### src/design/lcd_pkg.sv
// ----------------------------------------------------------------------------
// lcd_pkg
// Shared types and constants of the luminance contrast debouncer.
// ----------------------------------------------------------------------------
package lcd_pkg;

  localparam int LUM_W   = 8;
  localparam int LEVEL_W = 5;
  localparam int RUN_W   = 9;
  localparam int ADDR_W  = 3;
  localparam int DIV_W   = 8;
  localparam int DIV_CNT_W = 3;
  localparam logic [DIV_CNT_W-1:0] DIV_LAST = DIV_CNT_W'(DIV_W - 1);

  // Contrast levels
  localparam logic signed [LEVEL_W-1:0] LEVEL_TOP   = 5'sd15;
  localparam logic signed [LEVEL_W-1:0] LEVEL_FLOOR = 5'sd4;
  localparam logic signed [LEVEL_W-1:0] LEVEL_DARK  = 5'sd0;
  localparam logic signed [LEVEL_W-1:0] LEVEL_NONE  = -5'sd1;

  localparam logic [RUN_W-1:0] RUN_MAX = 9'd511;

  // Register reset values
  localparam logic [LUM_W-1:0] RST_MAX_LUM     = 8'd180;
  localparam logic [LUM_W-1:0] RST_MIN_LUM     = 8'd40;
  localparam logic [LUM_W-1:0] RST_LEVEL_COUNT = 8'd15;
  localparam logic [LUM_W-1:0] RST_HOLD_COUNT  = 8'd10;
  localparam logic [LUM_W-1:0] RST_DARK_THR    = 8'd10;

  // Register indexes
  localparam logic [ADDR_W-1:0] REG_MAX_LUM     = 3'd0;
  localparam logic [ADDR_W-1:0] REG_MIN_LUM     = 3'd1;
  localparam logic [ADDR_W-1:0] REG_LEVEL_COUNT = 3'd2;
  localparam logic [ADDR_W-1:0] REG_HOLD_COUNT  = 3'd3;
  localparam logic [ADDR_W-1:0] REG_DARK_THR    = 3'd4;

  // Request kinds
  localparam logic REQ_SAMPLE = 1'b0;
  localparam logic REQ_EVENT  = 1'b1;

  typedef enum logic [2:0] {
    ST_IDLE,
    ST_CLASSIFY,
    ST_DIV_STEP,
    ST_DIV_LEVEL,
    ST_DEBOUNCE,
    ST_EMIT
  } lcd_state_t;

  typedef struct packed {
    logic             start;
    logic [DIV_W-1:0] dividend;
    logic [DIV_W-1:0] divisor;
  } div_req_t;

  typedef struct packed {
    logic             busy;
    logic             done;
    logic [DIV_W-1:0] quotient;
  } div_rsp_t;

endpackage

### src/design/luminance_contrast_debouncer_top.sv
// ----------------------------------------------------------------------------
// luminance_contrast_debouncer_top
// Quantizes a frame's mean luminance to a contrast level and debounces it.
// ----------------------------------------------------------------------------
// Usage:
//   Slave channel s_*: one transaction per request. s_tuser is the request
//   kind (0 luminance sample, 1 screen status event); s_tdata carries the
//   mean luminance and the screen-up flag. Master channel m_*: one
//   transaction per published contrast level, -1 meaning none published.
//   Configuration is written through cfg_we / cfg_addr / cfg_wdata while idle.
// Timing:
//   One request at a time; s_tready is high only when idle. A screen-up
//   event goes straight to the emit state, a screen-down event back to idle.
//   A special-case sample skips both divisions and a zero-step sample the
//   second. Each division runs 8 iterations of the shared divider.
// Reset:
//   rst (synchronous) restores the register defaults and clears the debounce
//   state: no candidate level, zero run, nothing published.
// Stall:
//   A result waits in the output register; while the previous result is not
//   taken the next one holds in the emit state and s_tready stays low.
// ----------------------------------------------------------------------------
module luminance_contrast_debouncer_top
  import lcd_pkg::*;
(
  input  logic              clk,
  input  logic              rst,
  input  logic              s_tvalid,
  output logic              s_tready,
  input  logic [15:0]       s_tdata,   // [7:0] mean_luminance, [8] screen_up
  input  logic              s_tuser,   // [0] req_type
  output logic              m_tvalid,
  input  logic              m_tready,
  output logic [7:0]        m_tdata,   // [4:0] contrast
  input  logic              cfg_we,
  input  logic [ADDR_W-1:0] cfg_addr,
  input  logic [LUM_W-1:0]  cfg_wdata
);

  lcd_state_t state, state_next;

  logic [LUM_W-1:0] max_lum, min_lum, level_count, hold_count, dark_thr;

  logic                      req_kind;
  logic [LUM_W-1:0]          lum;
  logic                      screen_up;
  logic signed [LEVEL_W-1:0] level;
  logic signed [LEVEL_W-1:0] emit_value;
  logic signed [LEVEL_W-1:0] candidate_level;
  logic [RUN_W-1:0]          repeat_run;
  logic signed [LEVEL_W-1:0] published_level;
  logic signed [LEVEL_W-1:0] contrast;

  div_req_t div_req;
  div_rsp_t div_rsp;

  logic                      class_hit;
  logic signed [LEVEL_W-1:0] class_level;
  logic signed [LEVEL_W-1:0] clamp_level;
  logic                      same_level;
  logic [RUN_W-1:0]          run_inc;
  logic                      publish;
  logic                      out_free;

  lcd_serial_div u_div (
    .clk (clk),
    .rst (rst),
    .req (div_req),
    .rsp (div_rsp)
  );

  assign s_tready = (state == ST_IDLE);
  assign out_free = !m_tvalid || m_tready;
  assign m_tdata  = {3'b000, contrast};

  // Special-case classification, in the order of precedence
  always_comb begin
    class_hit   = 1'b1;
    class_level = LEVEL_TOP;
    if (lum >= max_lum) begin
      class_level = LEVEL_TOP;
    end else if (lum <= dark_thr) begin
      class_level = LEVEL_DARK;
    end else if (lum <= min_lum) begin
      class_level = LEVEL_FLOOR;
    end else if (level_count == '0) begin
      class_level = LEVEL_TOP;
    end else begin
      class_hit = 1'b0;
    end
  end

  always_comb begin
    if (div_rsp.quotient < DIV_W'(LEVEL_FLOOR)) begin
      clamp_level = LEVEL_FLOOR;
    end else if (div_rsp.quotient > DIV_W'(LEVEL_TOP)) begin
      clamp_level = LEVEL_TOP;
    end else begin
      clamp_level = LEVEL_W'(div_rsp.quotient);
    end
  end

  always_comb begin
    same_level = (level == candidate_level);
    run_inc    = (repeat_run < RUN_MAX) ? repeat_run + 1'b1 : repeat_run;
    publish    = (same_level && (run_inc == {1'b0, hold_count})
                  && (level != published_level))
                 || (published_level == LEVEL_NONE);
  end

  // Next state
  always_comb begin
    state_next = state;
    unique case (state)
      ST_IDLE: begin
        if (s_tvalid) begin
          if (s_tuser == REQ_EVENT) begin
            state_next = s_tdata[8] ? ST_EMIT : ST_IDLE;
          end else begin
            state_next = ST_CLASSIFY;
          end
        end
      end
      ST_CLASSIFY:  state_next = class_hit ? ST_DEBOUNCE : ST_DIV_STEP;
      ST_DIV_STEP: begin
        if (div_rsp.done) begin
          state_next = (div_rsp.quotient == '0) ? ST_DEBOUNCE : ST_DIV_LEVEL;
        end
      end
      ST_DIV_LEVEL: if (div_rsp.done) state_next = ST_DEBOUNCE;
      ST_DEBOUNCE:  state_next = publish ? ST_EMIT : ST_IDLE;
      ST_EMIT:      if (out_free) state_next = ST_IDLE;
      default:      state_next = ST_IDLE;
    endcase
  end

  // Divider requests
  always_comb begin
    div_req.start    = 1'b0;
    div_req.dividend = DIV_W'(max_lum - min_lum);
    div_req.divisor  = level_count;
    unique case (state)
      ST_CLASSIFY: div_req.start = !class_hit;
      ST_DIV_STEP: begin
        div_req.start    = div_rsp.done && (div_rsp.quotient != '0);
        div_req.dividend = DIV_W'(lum - min_lum);
        div_req.divisor  = div_rsp.quotient;
      end
      default: div_req.start = 1'b0;
    endcase
  end

  always_ff @(posedge clk) begin
    if (rst) begin
      state           <= ST_IDLE;
      max_lum         <= RST_MAX_LUM;
      min_lum         <= RST_MIN_LUM;
      level_count     <= RST_LEVEL_COUNT;
      hold_count      <= RST_HOLD_COUNT;
      dark_thr        <= RST_DARK_THR;
      candidate_level <= LEVEL_NONE;
      repeat_run      <= '0;
      published_level <= LEVEL_NONE;
      m_tvalid        <= 1'b0;
    end else begin
      state <= state_next;
      if (cfg_we) begin
        unique case (cfg_addr)
          REG_MAX_LUM:     max_lum     <= cfg_wdata;
          REG_MIN_LUM:     min_lum     <= cfg_wdata;
          REG_LEVEL_COUNT: level_count <= cfg_wdata;
          REG_HOLD_COUNT:  hold_count  <= cfg_wdata;
          REG_DARK_THR:    dark_thr    <= cfg_wdata;
          default: ;
        endcase
      end
      if (state == ST_DEBOUNCE) begin
        if (same_level) begin
          repeat_run <= run_inc;
        end else begin
          repeat_run      <= '0;
          candidate_level <= level;
        end
        if (publish) published_level <= level;
      end
      if (state == ST_EMIT && out_free) begin
        m_tvalid <= 1'b1;
      end else if (m_tready) begin
        m_tvalid <= 1'b0;
      end
    end
  end

  // Payload registers
  always_ff @(posedge clk) begin
    if (state == ST_IDLE && s_tvalid) begin
      req_kind   <= s_tuser;
      lum        <= s_tdata[7:0];
      screen_up  <= s_tdata[8];
      emit_value <= published_level;
    end
    if (state == ST_CLASSIFY && class_hit) level <= class_level;
    if (state == ST_DIV_STEP && div_rsp.done && div_rsp.quotient == '0) level <= LEVEL_TOP;
    if (state == ST_DIV_LEVEL && div_rsp.done) level <= clamp_level;
    if (state == ST_DEBOUNCE) emit_value <= level;
    if (state == ST_EMIT && out_free) contrast <= emit_value;
  end

  a_emit_source: assert property (@(posedge clk) disable iff (rst)
    (state == ST_EMIT) |-> ($past(state) == ST_DEBOUNCE || $past(state) == ST_EMIT
      || ($past(state) == ST_IDLE && req_kind == REQ_EVENT && screen_up)))
    else $error("emit entered from wrong state");
  a_published_after_sample: assert property (@(posedge clk) disable iff (rst)
    (state == ST_DEBOUNCE) |=> (published_level != LEVEL_NONE))
    else $error("first sample did not publish");
  a_run_has_candidate: assert property (@(posedge clk) disable iff (rst)
    (repeat_run != '0) |-> (candidate_level != LEVEL_NONE))
    else $error("run counted without candidate");
  a_div_idle_when_ready: assert property (@(posedge clk) disable iff (rst)
    s_tready |-> !div_rsp.busy) else $error("divider busy while idle");
  a_negative_is_none: assert property (@(posedge clk) disable iff (rst)
    (m_tvalid && m_tdata[4]) |-> (m_tdata[4:0] == 5'h1f))
    else $error("invalid negative contrast");

endmodule

### src/design/lcd_serial_div.sv
// ----------------------------------------------------------------------------
// lcd_serial_div
// Restoring divider, one quotient bit per cycle, shared by the step and level
// divisions. The divisor must be nonzero.
// ----------------------------------------------------------------------------
module lcd_serial_div
  import lcd_pkg::*;
(
  input  logic     clk,
  input  logic     rst,
  input  div_req_t req,
  output div_rsp_t rsp
);

  logic                 busy;
  logic                 done;
  logic [DIV_CNT_W-1:0] count;
  logic [DIV_W-1:0]     rem;
  logic [DIV_W-1:0]     quo;
  logic [DIV_W-1:0]     divisor;
  logic [DIV_W:0]       rem_shift;
  logic [DIV_W-1:0]     rem_next;
  logic [DIV_W-1:0]     quo_next;

  always_comb begin
    rem_shift = {rem, quo[DIV_W-1]};
    if (rem_shift >= {1'b0, divisor}) begin
      rem_next = DIV_W'(rem_shift - {1'b0, divisor});
      quo_next = {quo[DIV_W-2:0], 1'b1};
    end else begin
      rem_next = rem_shift[DIV_W-1:0];
      quo_next = {quo[DIV_W-2:0], 1'b0};
    end
  end

  always_ff @(posedge clk) begin
    if (rst) begin
      busy  <= 1'b0;
      done  <= 1'b0;
      count <= '0;
    end else begin
      // Pulse done after the last quotient bit
      done <= !req.start && busy && (count == DIV_LAST);
      if (req.start) begin
        busy  <= 1'b1;
        count <= '0;
      end else if (busy) begin
        count <= count + 1'b1;
        if (count == DIV_LAST) begin
          busy <= 1'b0;
        end
      end
    end
  end

  always_ff @(posedge clk) begin
    if (req.start) begin
      rem     <= '0;
      quo     <= req.dividend;
      divisor <= req.divisor;
    end else if (busy) begin
      rem <= rem_next;
      quo <= quo_next;
    end
  end

  assign rsp.busy     = busy;
  assign rsp.done     = done;
  assign rsp.quotient = quo;

  a_start_idle: assert property (@(posedge clk) disable iff (rst)
    req.start |-> !busy) else $error("divider started while busy");
  a_done_after_busy: assert property (@(posedge clk) disable iff (rst)
    done |-> $past(busy) && !busy) else $error("done without a run");
  a_busy_length: assert property (@(posedge clk) disable iff (rst)
    req.start |=> ##(DIV_W) done) else $error("divider run length wrong");

endmodule
### config.mk
export PLATFORM = sky130hd
export DESIGN_NAME = luminance_contrast_debouncer_top
export DESIGN_NICKNAME = d
export VERILOG_FILES = /design/src/design/lcd_pkg.sv /design/src/design/luminance_contrast_debouncer_top.sv /design/src/design/lcd_serial_div.sv
export SDC_FILE = /design/constraint.sdc
export NUM_CORES = 1
export LEC_CHECK = 0
export BUFFER_PORTS_ARGS = -buffer_cell sky130_fd_sc_hd__buf_4
export CAP_MARGIN = 20
export CORE_ASPECT_RATIO = 0.9
export CORE_UTILIZATION = 55
export DETAILED_ROUTE_END_ITERATION = 8
export MAX_ROUTING_LAYER = met4
export PLACE_DENSITY_LB_ADDON = 0.1
export SLEW_MARGIN = 0
export SYNTH_ARGS = -nofsm -noshare
export SYNTH_HDL_FRONTEND = slang
export SYNTH_SLANG_ARGS = --single-unit
export TNS_END_PERCENT = 100
### constraint.sdc
create_clock -name clk -period 2.64 [get_ports clk]
set_input_delay 0.396 -clock clk [delete_from_list [all_inputs] [get_ports clk]]
set_output_delay 0.396 -clock clk [all_outputs]
set_load 0.01 [all_outputs]
-- Word level (Yosys, flattened, before mapping)
Index checks and enable logic that the tools add are counted.
- bits in registers: 115
- input bits: 33
- output and inout port bits: 10
- word-level logic and storage cells: 122
- $add $sub $neg: 5
- order comparisons: 7
- equal/unequal tests: 18
- mux-type cells: 37
- bitwise operators: 1
- reduce and logical (&&, ||, !) cells: 34
- operator list (cell ; number):
    2-to-1 mux 5 bit ; 7
    2-to-1 mux 3 bit ; 9
    2-to-1 mux 8 bit ; 3
    subtractor 8 bit ; 3
    2-to-1 mux 9 bit ; 2
    one-hot mux 3 bit (6 select lines) ; 1
    less-or-equal comparator 8 bit ; 2
    logical NOT 8 bit ; 2
    2-to-1 mux 16 bit ; 1
    AND reduction 2 bit ; 7
    equality test 3 x 2 -> 1 bit, second input constant ; 4
    equality test 3 bit, second input constant ; 4
    2-to-1 mux 4 bit ; 3
    logical AND 1 bit ; 11
    2-to-1 mux 1 bit ; 10
    adder 9 x 1 -> 9 bit, second input constant ; 1
    equality test 9 x 8 -> 1 bit ; 1
    greater-or-equal comparator 9 x 8 -> 1 bit ; 1
    less-than comparator 9 bit, second input constant ; 1
    greater-or-equal comparator 8 bit ; 1
    > comparator 8 x 4 -> 1 bit, second input constant ; 1
    less-than comparator 8 x 3 -> 1 bit, second input constant ; 1
    nonzero test 8 bit ; 1
    equality test 3 x 1 -> 1 bit, second input constant ; 2
    15 further kinds ; 23

-- Logic depth before layout (Yosys ltp)
- depth in word-level cells: 10
- depth in mapped cells: 11
- mapped depth without buffers: 10

-- By module
A second synthesis with hierarchy kept.
- cell total of the unflattened synthesis: 731
- area total of the unflattened synthesis: 6650.1 µm²
- modules (own cells, without submodules) (module ; times used ; cells each ; area each (µm²) ; sequential area each (µm²)):
    luminance_contrast_debouncer_top ; 1 ; 584 ; 5037.3 ; 1951.9
    lcd_serial_div ; 1 ; 147 ; 1612.8 ; 740.7

-- Worst setup path before layout
Ideal clock, no wire load.
- path kind: register -> register
- start point: reg lum[0]
- end point: reg u_div.quo[0] (enable)
- library setup time: 0.330 ns
- arrival time: 2.496 ns
- data required time: 2.310 ns
- slack: -0.186 ns
- stages on the path, launching flop included: 12
- buffers on the path: 1
- period minus slack after synthesis: 2.826 ns
- cell sequence: edfxtp_1 -> inv_1 -> ha_1 -> fa_1 -> nand2b_1 -> a21oi_1 -> o221ai_1 -> o21bai_1 -> a211oi_1 -> a32o_2 -> buf_6 -> or2_1
- longest elaborated chain between the ends: 7
- elaborated cells between the ends (all ways): 9
- those cells by class: order compare (3); mux (4); reduce/logical (2)
- ends and longest elaborated chain (item ; RTL line ; text):
    start, declared ; luminance_contrast_debouncer_top.sv:45 ; logic [LUM_W-1:0] lum;
    start signal, assigned ; luminance_contrast_debouncer_top.sv:198 ; lum <= s_tdata[7:0];
    less-or-equal comparator 8 bit ; luminance_contrast_debouncer_top.sv:84 ; end else if (lum <= min_lum) begin
    2-to-1 mux 1 bit ; luminance_contrast_debouncer_top.sv:84 ;
    2-to-1 mux 1 bit ; luminance_contrast_debouncer_top.sv:82 ; end else if (lum <= dark_thr) begin
    2-to-1 mux 1 bit (*) ; luminance_contrast_debouncer_top.sv:80 ; if (lum >= max_lum) begin
    logical NOT 1 bit (*) ; luminance_contrast_debouncer_top.sv:143 ; ST_CLASSIFY: div_req.start = !class_hit;
    one-hot mux 1 bit (2 select lines) (*) ; luminance_contrast_debouncer_top.sv:142 ; unique case (state)
    nonzero test 2 bit (no line) (*) ; - ;
    end signal, assigned ; lcd_serial_div.sv:59 ; quo <= req.dividend;
    end signal, assigned ; lcd_serial_div.sv:63 ; quo <= quo_next;
    end, declared ; lcd_serial_div.sv:19 ; logic [DIV_W-1:0] quo;
Every way passes the cells marked *; elsewhere a longest branch is shown, timed or not.
A chain may end at the register's enable or synchronous reset.

-- Final worst setup path
- start point: reg lum[4]
- end point: reg u_div.quo[7], data pin
- longest elaborated chain between the ends: 7
- elaborated cells between the ends (all ways): 11
- those cells by class: add/sub (1); order compare (3); mux (6); reduce/logical (1)
- ends and longest elaborated chain (item ; RTL line ; text):
    less-or-equal comparator 8 bit ; luminance_contrast_debouncer_top.sv:84 ;
    2-to-1 mux 1 bit ; luminance_contrast_debouncer_top.sv:84 ;
    2-to-1 mux 1 bit ; luminance_contrast_debouncer_top.sv:82 ;
    2-to-1 mux 1 bit ; luminance_contrast_debouncer_top.sv:80 ;
    logical NOT 1 bit ; luminance_contrast_debouncer_top.sv:143 ;
    one-hot mux 1 bit (2 select lines) ; luminance_contrast_debouncer_top.sv:142 ;
    2-to-1 mux 8 bit (*) ; lcd_serial_div.sv:57 ; if (req.start) begin
Marks and branches as above.

==> impl_metrics.prom <==
# TYPE chip_impl_metric gauge
chip_impl_info{name="grt.busiest_layer",value="met2"} 1
chip_impl_metric{name="clkSinkCount",unit=""} 115
chip_impl_metric{name="track_usage",unit="%"} 29.3
chip_impl_metric{name="power.leakage",unit="nW"} 3.21
chip_impl_metric{name="vdd.ir_drop.worst",unit="V"} 0.000617
chip_impl_metric{name="sequential_cell_area",unit="sq um"} 2690
chip_impl_info{name="timing_worst_setup_path_type",value="reg2reg"} 1
chip_impl_metric{name="grt_pass1_wl",unit="um"} 27900
chip_impl_metric{name="grt-ovfl-total",unit=""} 0
chip_impl_metric{name="grt_antenna_before_repair",unit=""} 0
chip_impl_metric{name="fp.coreArea",unit="sq um"} 11700
chip_impl_metric{name="cts_inserted_buffers",unit=""} 17
chip_impl_metric{name="grt_max_degree",unit=""} 70
chip_impl_metric{name="grt_util_met1",unit="%"} 35.5
chip_impl_metric{name="final_ant_viol_nets",unit=""} 0
chip_impl_metric{name="post_synth.cell_area_avg",unit="sq um"} 8.93
chip_impl_info{name="root_buffer",value="sky130_fd_sc_hd__clkbuf_16"} 1
chip_impl_metric{name="post_route_cells_drive_above_1_share",unit="%"} 20.6
chip_impl_metric{name="finalWorstSetupSlack",unit="ns"} -0.101
chip_impl_metric{name="hold_viol",unit=""} 0
chip_impl_metric{name="post_synth_inst_count",unit=""} 752
chip_impl_metric{name="cts.reportedPaths.clkPinSlew",unit="ns"} 0.05
chip_impl_metric{name="synth.yosys.warnings",unit=""} 0
chip_impl_metric{name="slew-limit-headroom",unit="%"} 50.9
chip_impl_metric{name="viasPerCell",unit=""} 5.85
chip_impl_metric{name="routed-via-count",unit=""} 5790
chip_impl_metric{name="hold-worst-slack",unit="ns"} 0.144
chip_impl_metric{name="io_pins",unit=""} 43
chip_impl_metric{name="synth_top_cell_area_share",unit="%"} 22.7
chip_impl_metric{name="gp_congestion",unit=""} 0.928
chip_impl_info{name="top_post_synthesis_cells_by_area",value="sky130_fd_sc_hd__dfxtp_1 23%, sky130_fd_sc_hd__edfxtp_1 17%, sky130_fd_sc_hd__ha_1 7.8%"} 1
chip_impl_metric{name="remaining_drc_errors",unit=""} 0
chip_impl_metric{name="die-width",unit="um"} 118
chip_impl_metric{name="critical_path_required",unit="ns"} 2.82
chip_impl_metric{name="clockBufferDepth",unit=""} 2
chip_impl_metric{name="cp_data_arrival_time",unit="ns"} 2.92
chip_impl_metric{name="post_synth_instance_area",unit="sq um"} 6710
chip_impl_metric{name="finClkSkew",unit="ns"} 0.00559
chip_impl_metric{name="final_nets",unit=""} 899
chip_impl_metric{name="synthDistinctLibCells",unit=""} 73
chip_impl_metric{name="finalSetupViolCount",unit=""} 16
chip_impl_metric{name="critical_path.max_fanout",unit=""} 11
chip_impl_info{name="synth.largest_area_cell",value="sky130_fd_sc_hd__dfxtp_1"} 1
chip_impl_info{name="violations_in_the_final_reports",value="negative setup slack"} 1
chip_impl_metric{name="cellPowerDensity",unit="nW/um^2"} 822
chip_impl_metric{name="postSynth.asyncResetShare",unit="%"} 0
chip_impl_metric{name="fin_crit",unit="ns"} 2.74
chip_impl_metric{name="met2_usage_grt",unit="%"} 47.4
chip_impl_info{name="synth_flop_cell",value="sky130_fd_sc_hd__dfxtp_1"} 1
chip_impl_metric{name="cpPeakStageDelay",unit="ns"} 0.45
chip_impl_metric{name="rows",unit=""} 37
chip_impl_metric{name="cts_htree_levels",unit=""} 4
chip_impl_info{name="synth.most_common_cell",value="sky130_fd_sc_hd__nand2_1"} 1
chip_impl_metric{name="worst_pin_slew",unit="ns"} 0.737
chip_impl_info{name="hp-class",value="in2reg"} 1
chip_impl_metric{name="wl_per_cell",unit="um"} 17.1
chip_impl_metric{name="met3_resource_use_gr",unit="%"} 7.39
chip_impl_info{name="crit_chain",value="buf_4 > buf_4 > ha_1 > a21oi_1 > nor2_1 > a211oi_2 > o21ai_2 > a211oi_2 > a32o_2 > buf_12 > mux2_2"} 1
chip_impl_metric{name="antennaDiodeCount",unit=""} 0
chip_impl_metric{name="synth-edff-count",unit=""} 39
chip_impl_metric{name="initial_util",unit="%"} 57.5
chip_impl_metric{name="clk_latency",unit="ns"} 0.43
chip_impl_metric{name="multi_input_area",unit="sq um"} 3850
chip_impl_info{name="synth.cells.most_frequent",value="101 x sky130_fd_sc_hd__nand2_1, 76 x sky130_fd_sc_hd__dfxtp_1, 65 x sky130_fd_sc_hd__a21oi_1"} 1
chip_impl_metric{name="areaGrowthSynthToFinish",unit="%"} 22.5
chip_impl_info{name="critPathLaunchType",value="register"} 1
chip_impl_metric{name="drt_first_iter_violations",unit=""} 419
chip_impl_metric{name="post-route-period-util",unit="%"} 104
chip_impl_info{name="status",value="complete, but fails checks"} 1
chip_impl_metric{name="power.total",unit="W"} 0.00676
chip_impl_metric{name="max-cap-violations",unit=""} 0
chip_impl_metric{name="ys_seq_area_share",unit="%"} 40.1
chip_impl_metric{name="die_h",unit="um"} 107
chip_impl_info{name="rsz0062_at_grt",value="true"} 1
chip_impl_metric{name="final_max_slew_violation_count",unit=""} 0
chip_impl_metric{name="first_global_vias",unit=""} 5769
chip_impl_metric{name="dp_hpwl",unit="um"} 12200
chip_impl_metric{name="fillCellCount",unit=""} 908
chip_impl_info{name="setup.worst_path.end_class",value="register"} 1
chip_impl_metric{name="flip_flop_and_latch_count_after_synthesis",unit=""} 115
chip_impl_metric{name="buffer_ports.inserted",unit=""} 32
chip_impl_metric{name="drt_pre_antenna_iters",unit=""} 6
chip_impl_metric{name="die_area",unit="sq um"} 12700
chip_impl_metric{name="max_clock_freq",unit="MHz"} 365
chip_impl_info{name="cts_tree",value="yes"} 1
chip_impl_info{name="cell_with_the_biggest_individual_delay_on_the_critical_path",value="sky130_fd_sc_hd__edfxtp_1"} 1
chip_impl_metric{name="wirelength",unit="um"} 16900
## area by class of cell
class,instances,area share [%]
Inverter,42,1.92
Sequential cell,115,32.7
Clock buffer,19,5.39
Clock inverter,13,2.81
Multi-Input combinational cell,561,46.8
Tap cell,156,2.37
Timing Repair Buffer,84,8.00
## path summary, 6_finish.rpt
| check | start | endpoint | slack [ns] | cells past startpoint |
|---|---|---|---|---|
| setup / recovery | lum[4] | u_div.quo[7] | -0.10 | 11 |
| hold / removal | s_tdata[5] | lum[5] | 0.14 | 1 |
| setup reg to reg | lum[4] | u_div.quo[7] | -0.10 | 11 |
| hold reg to reg | emit_value[4] | contrast[4] | 0.42 | 0 |
## repair_timing
action / in CTS / in global routing
endpoints found under the setup margin: 42 / 49
setup buffers: 6 / 1
resized for setup: 23 / 9
pin swaps: 3 / 3
hold buffers: 0 / 0
## worst max-delay path: cells and delay by family (launching register included)
family | cells | cell delay [ns]
compound gates | 5 | 1.01
flops | 1 | 0.45
buf+inv | 3 | 0.45
mux | 1 | 0.33
fa+ha+maj | 1 | 0.18
simple gates | 1 | 0.08
## where the power goes
group          switching, W  internal, W  total, W
sequential         0.000206      0.00211   0.00231
combinational      0.000976     0.000846   0.00182
clock              0.000833      0.00179   0.00262
total               0.00201      0.00475   0.00676
## cells in the final DEF, fill, tap and decap left out, drive strengths merged, types with 3 or more instances in the layout
master	n
nand2	101
buf	84
dfxtp	76
a21oi	65
nor2	47
inv	42
ha	42
edfxtp	39
nand3	25
nor3	24
o21ai	24
clkbuf	19
xnor2	18
nor2b	17
mux2i	16
mux2	16
a211oi	13
xor2	11
nand2b	11
a31oi	10
nand4	9
a211o	9
and3	9
nand3b	8
nor4	7
and2	6
bufinv	6
o21bai	6
o211ai	5
o21a	5
o32a	5
clkinv	5
conb	4
or2	4
or4	4
o22ai	3
a21o	3
nor3b	3
fa	3
## flip-flops by register name, summed over array words and instances (netlist names), 3 cells and up
signal,flops
published_level,5
lum,8
state,3
level,5
max_lum,8
u_div.divisor,8
u_div.quo,8
u_div.count,3
candidate_level,5
contrast,5
repeat_run,9
u_div.rem,8
dark_thr,8
min_lum,8
emit_value,5
hold_count,8
level_count,8
## through the flow
step / utilization (%) / instance area, sq um / setup WS (ns) / std cells / TNS, ns
2_1_floorplan: - / 6740 / 0.0155 / 755 / 0
3_3_place_gp: 63.1 / 7360 / -0.124 / 951 / -1.24
3_5_place_dp: 63.1 / 7360 / -0.222 / 951 / -3.78
4_1_cts: 70.1 / 8170 / -0.0894 / 989 / -0.762
5_1_grt: 70.5 / 8220 / -0.117 / 990 / -1.72
6_report: 70.5 / 8220 / -0.101 / 990 / -0.947
## layer usage
layer  part of all wire, %  vias to the layer above
met5                     0                        -
li1                      -                     2840
met2                    49                      203
met1                    44                     2718
met4                   1.8                        0
met3                   5.7                       29
## cell families after synthesis
| kind of cell | share of synthesized area, % |
|---|---|
| simple gates | 21.2 |
| compound gates | 15.9 |
| flops | 40.1 |
| buf+inv | 4.86 |
| fa+ha+maj | 8.72 |
| mux | 5.29 |
| xor+xnor | 3.78 |
| other cells | 0.0559 |
Power figures use the tool's default switching activity.
